==> src/design/pts_pkg.sv <==
`default_nettype none

package pts_pkg;

    localparam int OP_W         = 2;
    localparam int SLOT_W       = 4;
    localparam int DELAY_W      = 32;
    localparam int PRIO_W       = 3;
    localparam int NOW_W        = 48;
    localparam int US_PER_MS    = 1000;
    localparam int US_PER_MS_W  = 10;
    localparam int PRIO_CLASSES = 5;

    // last class scanned with and without pending events
    localparam logic [PRIO_W-1:0] CLS_LAST_PEND = 3'd2;
    localparam logic [PRIO_W-1:0] CLS_LAST_ALL  = 3'd4;

    typedef enum logic [OP_W-1:0] {
        OP_ARM    = 2'd0,
        OP_CANCEL = 2'd1,
        OP_TICK   = 2'd2
    } op_t;

    typedef enum logic [2:0] {
        ST_IDLE,
        ST_READ,
        ST_EVAL,
        ST_DECIDE,
        ST_FLUSH
    } state_t;

    typedef struct packed {
        logic idle;
        logic rd;
        logic eval;
        logic commit;
        logic advance;
        logic flush;
    } ctrl_cmd_t;

    typedef struct packed {
        logic tick_req;
        logic skip;
        logic fire;
        logic hold_valid;
        logic out_free;
        logic scan_last;
    } ctrl_sts_t;

endpackage

`default_nettype wire

==> src/design/pts_req_if.sv <==
`default_nettype none

interface pts_req_if;
    logic                            valid;
    logic                            ready;
    logic [pts_pkg::OP_W-1:0]        operation;
    logic [pts_pkg::SLOT_W-1:0]      slot;
    logic [pts_pkg::DELAY_W-1:0]     delay_ms;
    logic [pts_pkg::PRIO_W-1:0]      priority_req;
    logic                            repeating;
    logic [pts_pkg::NOW_W-1:0]       now_us;
    logic                            events_pending;

    modport source (output valid, operation, slot, delay_ms, priority_req, repeating,
                    now_us, events_pending, input ready);
    modport sink   (input valid, operation, slot, delay_ms, priority_req, repeating,
                    now_us, events_pending, output ready);
    modport monitor (input valid, ready, operation, slot, delay_ms, priority_req,
                     repeating, now_us, events_pending);
endinterface

`default_nettype wire

==> src/design/pts_rsp_if.sv <==
`default_nettype none

interface pts_rsp_if;
    logic                        valid;
    logic                        ready;
    logic [pts_pkg::SLOT_W-1:0]  fired_slot;
    logic [pts_pkg::PRIO_W-1:0]  fired_priority;
    logic                        fired_repeats;
    logic                        last;

    modport source (output valid, fired_slot, fired_priority, fired_repeats, last,
                    input ready);
    modport sink   (input valid, fired_slot, fired_priority, fired_repeats, last,
                    output ready);
    modport monitor (input valid, ready, fired_slot, fired_priority, fired_repeats, last);
endinterface

`default_nettype wire

==> src/design/pts_ram.sv <==
`default_nettype none

module pts_ram #(
    parameter int WIDTH = 8,
    parameter int DEPTH = 16
) (
    input  wire logic                                    clk,
    input  wire logic                                    we,
    input  wire logic [((DEPTH > 1) ? $clog2(DEPTH) : 1)-1:0] waddr,
    input  wire logic [WIDTH-1:0]                        wdata,
    input  wire logic                                    re,
    input  wire logic [((DEPTH > 1) ? $clog2(DEPTH) : 1)-1:0] raddr,
    output logic      [WIDTH-1:0]                        rdata
);

    logic [WIDTH-1:0] mem [DEPTH];

    always_ff @(posedge clk)
    begin
        if (we)
        begin
            mem[waddr] <= wdata;
        end
        if (re)
        begin
            rdata <= mem[raddr];
        end
    end

endmodule

`default_nettype wire

==> src/design/pts_ctrl.sv <==
`default_nettype none

module pts_ctrl (
    input  wire logic               clk,
    input  wire logic               rst_n,
    input  wire pts_pkg::ctrl_sts_t sts,
    output pts_pkg::ctrl_cmd_t      cmd
);

    pts_pkg::state_t state_reg;
    pts_pkg::state_t state_next;

    always_ff @(posedge clk or negedge rst_n)
    begin
        if (!rst_n)
        begin
            state_reg <= pts_pkg::ST_IDLE;
        end
        else
        begin
            state_reg <= state_next;
        end
    end

    always_comb
    begin
        state_next = state_reg;
        case (state_reg)
            pts_pkg::ST_IDLE:
            begin
                if (sts.tick_req)
                begin
                    state_next = pts_pkg::ST_READ;
                end
            end
            pts_pkg::ST_READ:
            begin
                if (!sts.skip)
                begin
                    state_next = pts_pkg::ST_EVAL;
                end
                else if (sts.scan_last)
                begin
                    state_next = pts_pkg::ST_FLUSH;
                end
            end
            pts_pkg::ST_EVAL:
            begin
                state_next = pts_pkg::ST_DECIDE;
            end
            pts_pkg::ST_DECIDE:
            begin
                if (!(sts.fire && sts.hold_valid && !sts.out_free))
                begin
                    state_next = sts.scan_last ? pts_pkg::ST_FLUSH : pts_pkg::ST_READ;
                end
            end
            pts_pkg::ST_FLUSH:
            begin
                if (!sts.hold_valid || sts.out_free)
                begin
                    state_next = pts_pkg::ST_IDLE;
                end
            end
            default:
            begin
                state_next = pts_pkg::ST_IDLE;
            end
        endcase
    end

    always_comb
    begin
        cmd = '0;
        case (state_reg)
            pts_pkg::ST_IDLE:
            begin
                cmd.idle = 1'b1;
            end
            pts_pkg::ST_READ:
            begin
                cmd.rd      = 1'b1;
                cmd.advance = sts.skip;
            end
            pts_pkg::ST_EVAL:
            begin
                cmd.eval = 1'b1;
            end
            pts_pkg::ST_DECIDE:
            begin
                if (!(sts.fire && sts.hold_valid && !sts.out_free))
                begin
                    cmd.commit  = 1'b1;
                    cmd.advance = 1'b1;
                end
            end
            pts_pkg::ST_FLUSH:
            begin
                cmd.flush = sts.hold_valid && sts.out_free;
            end
            default:
            begin
                cmd = '0;
            end
        endcase
    end

endmodule

`default_nettype wire

==> src/design/pts_datapath.sv <==
`default_nettype none

module pts_datapath #(
    parameter int TIMER_SLOTS = 16,
    parameter int TIME_BITS   = 48
) (
    input  wire logic               clk,
    input  wire logic               rst_n,
    pts_req_if.sink                 req,
    pts_rsp_if.source               rsp,
    input  wire pts_pkg::ctrl_cmd_t cmd,
    output pts_pkg::ctrl_sts_t      sts
);

    localparam int IDX_W  = (TIMER_SLOTS > 1) ? $clog2(TIMER_SLOTS) : 1;
    localparam int SPAN_W = pts_pkg::DELAY_W + pts_pkg::US_PER_MS_W;
    localparam int CMP_W  = (TIME_BITS > SPAN_W) ? TIME_BITS : SPAN_W;
    localparam int CFG_W  = pts_pkg::DELAY_W + pts_pkg::PRIO_W + 1;
    localparam logic [IDX_W-1:0] LAST_IDX = IDX_W'(TIMER_SLOTS - 1);

    logic [TIMER_SLOTS-1:0]          armed_reg, armed_next;
    logic [IDX_W-1:0]                idx_reg, idx_next;
    logic [pts_pkg::PRIO_W-1:0]      cls_reg, cls_next;
    logic [TIME_BITS-1:0]            now_reg, now_next;
    logic                            pend_reg, pend_next;
    logic [SPAN_W-1:0]               span_reg, span_next;
    logic [TIME_BITS-1:0]            diff_reg, diff_next;
    logic                            started_reg, started_next;
    logic                            match_reg, match_next;
    logic                            rep_reg, rep_next;
    logic                            hold_valid_reg, hold_valid_next;
    logic [pts_pkg::SLOT_W-1:0]      hold_slot_reg, hold_slot_next;
    logic [pts_pkg::PRIO_W-1:0]      hold_prio_reg, hold_prio_next;
    logic                            hold_rep_reg, hold_rep_next;
    logic                            out_valid_reg, out_valid_next;
    logic [pts_pkg::SLOT_W-1:0]      out_slot_reg, out_slot_next;
    logic [pts_pkg::PRIO_W-1:0]      out_prio_reg, out_prio_next;
    logic                            out_rep_reg, out_rep_next;
    logic                            out_last_reg, out_last_next;

    logic                            take;
    logic                            arm_ok;
    logic                            cancel_ok;
    logic                            slot_ok;
    logic [IDX_W-1:0]                slot_idx;
    logic [TIME_BITS-1:0]            req_now;
    logic                            fire;
    logic                            out_free;
    logic                            scan_last;
    logic                            restart;

    logic                            start_we;
    logic [IDX_W-1:0]                start_waddr;
    logic [TIME_BITS-1:0]            start_wdata;
    logic [TIME_BITS-1:0]            start_rdata;
    logic [CFG_W-1:0]                cfg_rdata;
    logic [pts_pkg::DELAY_W-1:0]     rd_delay;
    logic [pts_pkg::PRIO_W-1:0]      rd_prio;
    logic                            rd_rep;

    assign take      = cmd.idle && req.valid;
    assign slot_ok   = int'(req.slot) < TIMER_SLOTS;
    assign slot_idx  = IDX_W'(req.slot);
    assign req_now   = TIME_BITS'(req.now_us);
    assign arm_ok    = take && (req.operation == pts_pkg::OP_ARM) && slot_ok &&
                       (req.priority_req < pts_pkg::PRIO_W'(pts_pkg::PRIO_CLASSES));
    assign cancel_ok = take && (req.operation == pts_pkg::OP_CANCEL) && slot_ok;

    assign {rd_delay, rd_prio, rd_rep} = cfg_rdata;

    assign fire      = armed_reg[idx_reg] && match_reg && started_reg &&
                       (CMP_W'(diff_reg) >= CMP_W'(span_reg));
    assign out_free  = !out_valid_reg || rsp.ready;
    assign scan_last = (idx_reg == LAST_IDX) &&
                       (cls_reg == (pend_reg ? pts_pkg::CLS_LAST_PEND : pts_pkg::CLS_LAST_ALL));
    assign restart   = cmd.commit && fire && rep_reg;

    assign start_we    = arm_ok || restart;
    assign start_waddr = cmd.idle ? slot_idx : idx_reg;
    assign start_wdata = cmd.idle ? req_now : now_reg;

    pts_ram #(
        .WIDTH (TIME_BITS),
        .DEPTH (TIMER_SLOTS)
    ) u_start_ram (
        .clk   (clk),
        .we    (start_we),
        .waddr (start_waddr),
        .wdata (start_wdata),
        .re    (cmd.rd),
        .raddr (idx_reg),
        .rdata (start_rdata)
    );

    pts_ram #(
        .WIDTH (CFG_W),
        .DEPTH (TIMER_SLOTS)
    ) u_cfg_ram (
        .clk   (clk),
        .we    (arm_ok),
        .waddr (slot_idx),
        .wdata ({req.delay_ms, req.priority_req, req.repeating}),
        .re    (cmd.rd),
        .raddr (idx_reg),
        .rdata (cfg_rdata)
    );

    always_comb
    begin
        armed_next      = armed_reg;
        idx_next        = idx_reg;
        cls_next        = cls_reg;
        now_next        = now_reg;
        pend_next       = pend_reg;
        span_next       = span_reg;
        diff_next       = diff_reg;
        started_next    = started_reg;
        match_next      = match_reg;
        rep_next        = rep_reg;
        hold_valid_next = hold_valid_reg;
        hold_slot_next  = hold_slot_reg;
        hold_prio_next  = hold_prio_reg;
        hold_rep_next   = hold_rep_reg;
        out_valid_next  = out_valid_reg && !rsp.ready;
        out_slot_next   = out_slot_reg;
        out_prio_next   = out_prio_reg;
        out_rep_next    = out_rep_reg;
        out_last_next   = out_last_reg;

        if (arm_ok)
        begin
            armed_next[slot_idx] = 1'b1;
        end
        if (cancel_ok)
        begin
            armed_next[slot_idx] = 1'b0;
        end

        if (take && (req.operation == pts_pkg::OP_TICK))
        begin
            idx_next  = '0;
            cls_next  = '0;
            now_next  = req_now;
            pend_next = req.events_pending;
        end

        if (cmd.eval)
        begin
            span_next    = SPAN_W'(rd_delay) * SPAN_W'(pts_pkg::US_PER_MS);
            diff_next    = now_reg - start_rdata;
            started_next = now_reg >= start_rdata;
            match_next   = rd_prio == cls_reg;
            rep_next     = rd_rep;
        end

        if (cmd.commit && fire)
        begin
            if (!rep_reg)
            begin
                armed_next[idx_reg] = 1'b0;
            end
            if (hold_valid_reg)
            begin
                out_valid_next = 1'b1;
                out_slot_next  = hold_slot_reg;
                out_prio_next  = hold_prio_reg;
                out_rep_next   = hold_rep_reg;
                out_last_next  = 1'b0;
            end
            hold_valid_next = 1'b1;
            hold_slot_next  = pts_pkg::SLOT_W'(idx_reg);
            hold_prio_next  = cls_reg;
            hold_rep_next   = rep_reg;
        end

        if (cmd.advance)
        begin
            if (idx_reg == LAST_IDX)
            begin
                idx_next = '0;
                cls_next = cls_reg + 1'b1;
            end
            else
            begin
                idx_next = idx_reg + 1'b1;
            end
        end

        if (cmd.flush)
        begin
            out_valid_next  = 1'b1;
            out_slot_next   = hold_slot_reg;
            out_prio_next   = hold_prio_reg;
            out_rep_next    = hold_rep_reg;
            out_last_next   = 1'b1;
            hold_valid_next = 1'b0;
        end
    end

    always_ff @(posedge clk or negedge rst_n)
    begin
        if (!rst_n)
        begin
            armed_reg      <= '0;
            hold_valid_reg <= 1'b0;
            out_valid_reg  <= 1'b0;
        end
        else
        begin
            armed_reg      <= armed_next;
            hold_valid_reg <= hold_valid_next;
            out_valid_reg  <= out_valid_next;
        end
    end

    always_ff @(posedge clk)
    begin
        idx_reg       <= idx_next;
        cls_reg       <= cls_next;
        now_reg       <= now_next;
        pend_reg      <= pend_next;
        span_reg      <= span_next;
        diff_reg      <= diff_next;
        started_reg   <= started_next;
        match_reg     <= match_next;
        rep_reg       <= rep_next;
        hold_slot_reg <= hold_slot_next;
        hold_prio_reg <= hold_prio_next;
        hold_rep_reg  <= hold_rep_next;
        out_slot_reg  <= out_slot_next;
        out_prio_reg  <= out_prio_next;
        out_rep_reg   <= out_rep_next;
        out_last_reg  <= out_last_next;
    end

    assign req.ready          = cmd.idle;
    assign rsp.valid          = out_valid_reg;
    assign rsp.fired_slot     = out_slot_reg;
    assign rsp.fired_priority = out_prio_reg;
    assign rsp.fired_repeats  = out_rep_reg;
    assign rsp.last           = out_last_reg;

    assign sts.tick_req   = req.valid && (req.operation == pts_pkg::OP_TICK);
    assign sts.skip       = !armed_reg[idx_reg];
    assign sts.fire       = fire;
    assign sts.hold_valid = hold_valid_reg;
    assign sts.out_free   = out_free;
    assign sts.scan_last  = scan_last;

endmodule

`default_nettype wire

==> src/design/priority_timer_scheduler.sv <==
// Timer slot scheduler. Arm and cancel requests are taken in the idle state and do
// not leave it. A tick request walks the slot table once per priority class (five
// classes, three while events are pending), in ascending slot order; a free slot is
// skipped in the read step, while an armed slot goes through the RAM read,
// delay*1000 and elapsed time, and due check steps. A stalled result side holds the
// tick. One result is held back so the last one of a tick carries the last flag;
// arm, cancel and ticks with nothing due give no result. A result waiting in the
// output register does not block the next request.
`default_nettype none

module priority_timer_scheduler #(
    parameter int TIMER_SLOTS = 16,
    parameter int TIME_BITS   = 48
) (
    input  wire logic clk,
    input  wire logic rst_n,
    pts_req_if.sink   req,
    pts_rsp_if.source rsp
);

    pts_pkg::ctrl_cmd_t cmd;
    pts_pkg::ctrl_sts_t sts;

    pts_ctrl u_ctrl (
        .clk   (clk),
        .rst_n (rst_n),
        .sts   (sts),
        .cmd   (cmd)
    );

    pts_datapath #(
        .TIMER_SLOTS (TIMER_SLOTS),
        .TIME_BITS   (TIME_BITS)
    ) u_datapath (
        .clk   (clk),
        .rst_n (rst_n),
        .req   (req),
        .rsp   (rsp),
        .cmd   (cmd),
        .sts   (sts)
    );

endmodule

`default_nettype wire

==> src/flat_wrapper.sv <==
// flat-port wrapper written by rule: the top's interface ports become plain ports
module priority_timer_scheduler_flat 
#(
    parameter int TIMER_SLOTS = 16,
    parameter int TIME_BITS   = 48
)
  (clk, rst_n, req_valid, req_operation, req_slot, req_delay_ms, req_priority_req, req_repeating, req_now_us, req_events_pending, req_ready, rsp_valid, rsp_fired_slot, rsp_fired_priority, rsp_fired_repeats, rsp_last, rsp_ready);
  pts_req_if req_i ();
  pts_rsp_if rsp_i ();
  input  wire logic clk;
  input  wire logic rst_n;
  input wire logic [$bits(req_i.valid)-1:0] req_valid;
  input wire logic [$bits(req_i.operation)-1:0] req_operation;
  input wire logic [$bits(req_i.slot)-1:0] req_slot;
  input wire logic [$bits(req_i.delay_ms)-1:0] req_delay_ms;
  input wire logic [$bits(req_i.priority_req)-1:0] req_priority_req;
  input wire logic [$bits(req_i.repeating)-1:0] req_repeating;
  input wire logic [$bits(req_i.now_us)-1:0] req_now_us;
  input wire logic [$bits(req_i.events_pending)-1:0] req_events_pending;
  output wire logic [$bits(req_i.ready)-1:0] req_ready;
  output wire logic [$bits(rsp_i.valid)-1:0] rsp_valid;
  output wire logic [$bits(rsp_i.fired_slot)-1:0] rsp_fired_slot;
  output wire logic [$bits(rsp_i.fired_priority)-1:0] rsp_fired_priority;
  output wire logic [$bits(rsp_i.fired_repeats)-1:0] rsp_fired_repeats;
  output wire logic [$bits(rsp_i.last)-1:0] rsp_last;
  input wire logic [$bits(rsp_i.ready)-1:0] rsp_ready;
  assign req_i.valid = req_valid;
  assign req_i.operation = req_operation;
  assign req_i.slot = req_slot;
  assign req_i.delay_ms = req_delay_ms;
  assign req_i.priority_req = req_priority_req;
  assign req_i.repeating = req_repeating;
  assign req_i.now_us = req_now_us;
  assign req_i.events_pending = req_events_pending;
  assign req_ready = req_i.ready;
  assign rsp_valid = rsp_i.valid;
  assign rsp_fired_slot = rsp_i.fired_slot;
  assign rsp_fired_priority = rsp_i.fired_priority;
  assign rsp_fired_repeats = rsp_i.fired_repeats;
  assign rsp_last = rsp_i.last;
  assign rsp_i.ready = rsp_ready;
  priority_timer_scheduler #(.TIMER_SLOTS(TIMER_SLOTS), .TIME_BITS(TIME_BITS)) u_core (.clk(clk), .rst_n(rst_n), .req(req_i), .rsp(rsp_i));
endmodule
==> config.mk <==
export PLATFORM = sky130hd
export DESIGN_NAME = priority_timer_scheduler_flat
export DESIGN_NICKNAME = d
export VERILOG_FILES = /design/src/design/pts_pkg.sv /design/src/design/pts_req_if.sv /design/src/design/pts_rsp_if.sv /design/src/design/pts_ram.sv /design/src/design/pts_ctrl.sv /design/src/design/pts_datapath.sv /design/src/design/priority_timer_scheduler.sv /design/src/flat_wrapper.sv
export SDC_FILE = /design/constraint.sdc
export NUM_CORES = 2
export LEC_CHECK = 0
export CAP_MARGIN = 40
export CORE_AREA = 2 2 469 471
export CTS_BUF_LIST = sky130_fd_sc_hd__clkbuf_4 sky130_fd_sc_hd__clkbuf_8 sky130_fd_sc_hd__clkbuf_16
export DETAILED_ROUTE_END_ITERATION = 7
export DIE_AREA = 0 0 471 473
export DONT_BUFFER_PORTS = 1
export MAX_ROUTING_LAYER = met4
export PLACE_DENSITY_LB_ADDON = 0.08
export SYNTH_ARGS = -nofsm -noshare
export SYNTH_HDL_FRONTEND = slang
export SYNTH_HIERARCHICAL = 1
export SYNTH_SLANG_ARGS = --single-unit
==> constraint.sdc <==
create_clock -name clk -period 7.4 [get_ports clk]
set_input_delay 1.11 -clock clk [delete_from_list [all_inputs] [get_ports clk]]
set_output_delay 1.11 -clock clk [all_outputs]
set_load 0.01 [all_outputs]
# Word level (Yosys, flattened, before mapping)
# Memories as Yosys holds them, arrays and structs flattened. A register that Yosys moved wholly into a read port is not among the register bits.
# Index checks and enable logic that the tools add are counted.
# word_totals
register_bits	184
inputBits	95
ramBits	1344
latchBits	0
memories	2
mem_bits_ro	0
# op_classes
order_cmp	7
eq_ne	13
n_mul	1
n_mux	51
n_reduce_logical	34
shift	0
bitwise	5
div	0
add_sub_neg	3
# mem_list
memory	depth	word_bits	read_ports	rd_clocked_by_memory_dff	write_ports	line_no	rtl
u_core.u_datapath.u_start_ram.mem	16	48	1	1	1	pts_ram.sv:16	logic [WIDTH-1:0] mem [DEPTH];
u_core.u_datapath.u_cfg_ram.mem	16	36	1	1	1	pts_ram.sv:16	
# ops
operator	n
16-bit two-way mux	4
48-bit by 42-bit greater-or-equal comparator with 1-bit output	1
48-bit greater-or-equal comparator	1
48-bit two-way mux	1
48-bit subtractor	1
32-bit by 7-bit multiplier with 39-bit output (second input constant)	1
3-bit two-way mux	13
16-bit bitwise AND	2
16-bit NOT	2
4-bit two-way mux	7
1-bit two-way mux	20
1-bit logical AND	18
16-bit bitwise OR	1
3-bit one-hot mux with 5 select lines	1
4-bit by 5-bit less-than comparator with 1-bit output (second input constant)	2
1-bit demux with 4-bit select	2
4-bit by 1-bit greater-or-equal comparator with 1-bit output (second input constant)	2
3-bit by 2-bit == test with 1-bit output (second input constant)	2
3-bit == test	2
2-bit nonzero test	3
1-bit logical NOT	5
4-bit by 1-bit adder with 4-bit output (second input constant)	1
1-bit binary-select mux with 4-bit select	1
4-bit == test (second input constant)	1
other kinds (16)	20

# Longest topological paths before layout
# logic_depth
word_depth	14
ltp_mapped	18
depth_no_buf	17

# Cells and area by module
# Netlist, hierarchy kept.
# by_module_without_submodules
module	area_each_um2	cells_per_inst	n_inst
pts_ram at u_core.u_datapath.u_start_ram	30175.2	1242	1
pts_ram at u_core.u_datapath.u_cfg_ram	22679.3	938	1
pts_datapath	16340.7	1582	1
pts_ctrl	239.0	27	1

# Least setup slack after synthesis
# OpenSTA, ideal clock, no wires.
# synth_path
path_type	reg-to-reg
startpoint	reg u_core.u_ctrl.state_reg[2]
endpoint	reg u_core.u_datapath.diff_reg[0], enable pin
arrival_ps	7004
n_path_buf	0
slack_ps	-271
stages_incl_launch_ff	2
path_cell_list	dfrtp_1 nor3b_1
# synth_rtl
element	line_no	rtl
start: declaration	pts_ctrl.sv:10	pts_pkg::state_t state_reg;
start signal: assignment	pts_ctrl.sv:17	state_reg <= pts_pkg::ST_IDLE;
start signal: assignment	pts_ctrl.sv:21	state_reg <= state_next;
end signal: assignment	pts_datapath.sv:223	diff_reg <= diff_next;
end: declaration	pts_datapath.sv:27	logic [TIME_BITS-1:0] diff_reg, diff_next;

# Final worst setup path
# layout_path
startpoint	reg u_core.u_datapath.u_cfg_ram.rdata[14] (read register of u_core.u_datapath.u_cfg_ram.mem)
endpoint	reg u_core.u_datapath.span_reg[41], data pin
# layout_via
elab_chain_len	1
# layout_rtl
element	line_no	rtl
start: declaration	pts_ram.sv:13	output logic [WIDTH-1:0] rdata
32-bit by 7-bit multiplier with 39-bit output	pts_datapath.sv:149	span_next = SPAN_W'(rd_delay) * SPAN_W'(pts_pkg::US_PER_MS);
end signal: assignment	pts_datapath.sv:222	span_reg <= span_next;
end: declaration	pts_datapath.sv:26	logic [SPAN_W-1:0] span_reg, span_next;
# No other way between the ends.
# A chain may end at the register's enable or synchronous reset.

==> impl_results.md <==
* Gpl congestion at 0.762
* Top reg by flops: u_core/u_datapath/u_start_ram/mem
* # port buffers at 0
* Core area at 218000 um2
* Fraction of layout instances using a drive strength above 1 at 20.6%
* Starting Density at 31.8%
* Clock root cell: clkbuf_16
* Slew HR at 39.0%
* Fmax at 175 MHz
* Startpoint types: flip-flop
* Worst Tran Pin Value at approximately 0.9 ns
* PnR worst setup slack at 1.69 ns
* Biggest regs: u_core/u_datapath/u_start_ram/mem x768, u_core/u_datapath/u_cfg_ram/mem x576
* Yosys top cell area share at 68.6%
* Area Growth Syn to Fin at 14.7%
* Final-report setup violation count at 0
* Area of the multi-input gates at 19700 um2
* Final core occ at 36.5%
* Setup Skew at 0.0443 ns
* Iteration-0 DRC Markers at 3000
* Commonest cells in the netlist: edfxtp_1 (1587), mux4_2 (341), inv_1 (270)
* Crit path max-delay cell type: a311oi_1
* Hold Crit Class: input port to flip-flop
* Largest net degree at the start of global routing at 114
* First-pass GRT wire length at roughly 280 mm
* Crit end category: flip-flop
* Final nets at 4299
* Critical path arrival at 6.26 ns
* Synthesized instance count at 3789
* FILL cells at 20300
* Vias/cell at 5.09
* Max Cap Viol at 0
* Top_reg_cell synth: edfxtp_1
* Vias in the first global route at ~37000
* Total congestion overflow at 0
* Sequence of cells on the critical path: inv_1 > fa_1 > fa_1 > fa_1 > fa_1 > inv_1 > ha_1 > nand3_1 > a211oi_1 > o21ai_0 > a211oi_1 > o21ai_0 > a311oi_1 > a31oi_1 > xnor2_1
* Die area at 223000 um2
* Post-Syn Area at 69400 um2
* Total negative slack at 0 ns
* Reg clk slew, reported paths at about 0.06 ns
* CTS Sinks at 1612
* Max reg flops at 768
* Pre-CTS setup slack at 1.71 ns
* Mean Syn Cell Area at 18.3 um2
* Routed WL per cell at 27.6 um
* Cell repeated most along the worst path: fa_1
* Cell taking the most area after synthesis: edfxtp_1
* Slew Limit Fails at 0
* Post-synthesis cell type count at between 80 and 90
* Die X at between 400 and 500 um
* Row Count at 172
* GR Util All Layers at 17.7%
* Clock tree from TritonCTS: done
* Post-layout min period at 5.71 ns
* Count of TritonRoute iterations in the first routing pass at 5
* Setup Fix Bufs, Post-CTS at 0
* Post-synth EDFFs at 1587
* Final period util at 77.1%
* WS Path Type: flip-flop to flip-flop
* Die height at 473 um
* Status: finished, final reports clean
* Worst path top cell family by delay: adder cells
* Hold Fails Final Rpt at 0
* Post-Syn Nets at 4180
* Sequential area share after synthesis at a little over two thirds
* Max stage delay on crit path at 0.59 ns
* Final WL at roughly 190 mm
* Post-DP HPWL at about 110 mm
* Synth Warn # at 6
* Top-count cell post-synth: edfxtp_1
* RSZ-0062 raised after global routing: no
* Via Count at approximately 35000
* Seq cells post-synth at roughly 1600
* Synth top area cells: edfxtp_1 (69%), mux4_2 (11%), fa_1 (3.4%)
* Buffers and inverters on the worst path at 2
* IO Count at 106
* Cts bufs inserted at 182
* Antenna Nets Post-Route at 0
* H-tree Lvls at 4
* Initial antenna violation count at 17
* Reg area at 48300 um2
* Worst-Skew Late Latency at 0.83 ns
* Post-synth ARST share at around 1.3%
* Clk buf depth at 3
* Crit-path max FO at 5
* DRC Markers at 0
* Worst EP required at 7.95 ns
==> final cells by class <==
type	instances	share of cell area, %
Antenna cell	21	0.0660
Clock buffer	221	6.13
Clock inverter	116	1.24
Inverter	270	1.27
Multi-Input combinational cell	1750	24.7
Sequential cell	1612	60.6
Tap cell	2871	4.51
Timing Repair Buffer	92	1.47
==> layer usage <==
layer,vias to the layer above,wire length [um],global-route usage [%]
met5,-,0,-
met4,0,3300,3.88
met3,244,10100,3.64
met2,772,87900,26.7
met1,19000,90400,24.8
li1,15400,-,-
==> path summary, 6_finish.rpt <==
check,start,end,slack [ns],cells past startpoint
setup reg to reg,u_core/u_datapath/u_cfg_ram/rdata[14],u_core/u_datapath/span_reg[41],1.69,15
min in group asynchronous,rst_n,u_core/u_datapath/rsp.valid,0.65,1
max in group asynchronous,rst_n,u_core/u_datapath/armed_reg[12],6.32,2
setup / recovery,u_core/u_datapath/u_cfg_ram/rdata[14],u_core/u_datapath/span_reg[41],1.69,15
hold reg to reg,u_core/u_datapath/hold_prio_reg[2],u_core/u_datapath/rsp.fired_priority[2],0.42,0
hold / removal,req_delay_ms[17],u_core/u_datapath/u_cfg_ram/mem[6][21],0.37,0
==> metrics by stage <==
stage | instances | instance area (um2) | hold WS (ns)
finish | 6953 | 79600 | 0.370
global route | 6951 | 79600 | 0.305
CTS | 6931 | 79600 | 0.281
detailed placement | 6593 | 73700 | 0.406
global placement | 6574 | 73300 | 0.407
floorplan | 3789 | 69400 | 0.400
==> what timing repair did <==
item                      in CTS  in global routing
hold endpoints to repair      21                  0
hold buffers                   1                  0
resized for setup              0                  0
==> logic make-up (layout without fill, tap and decap cells) <==
family	count (synthesis)	in the layout	share of synthesized area (%)
muxes	393	393	11.9
DFF	1612	1612	69.5
adders and majority gates	296	296	6.62
other	0	21	0
buffers and inverters	427	699	2.58
and+or+nand+nor	466	466	3.29
AOI/OAI and AO/OA	521	521	5.17
xor gates and xnor gates	74	74	0.933
==> cells in the final DEF, fill, tap and decap left out, drive strengths merged, types with 9 or more instances in the layout <==
cell type,synthesis,routed
edfxtp,1587,1587
mux4,341,341
inv,270,277
clkbuf,77,221
ha,177,177
a22oi,170,170
nand2,165,165
fa,119,119
nor2,93,93
buf,80,91
a21oi,90,90
clkinv,0,90
o21ai,62,62
a21o,55,55
mux2,50,50
xnor2,41,41
xor2,33,33
nor3,31,31
nand3,28,28
nor2b,27,27
a31oi,23,23
and3,22,22
diode,0,21
dfrtp,21,21
nand4,20,20
nand2b,19,19
a211oi,17,17
o22ai,17,17
o21bai,13,13
and2,13,13
a41oi,12,12
bufinv,0,11
nor3b,9,9
Power is not shown: default switching activity piles up to over one toggle a cycle in this logic, so the estimate is an artifact.
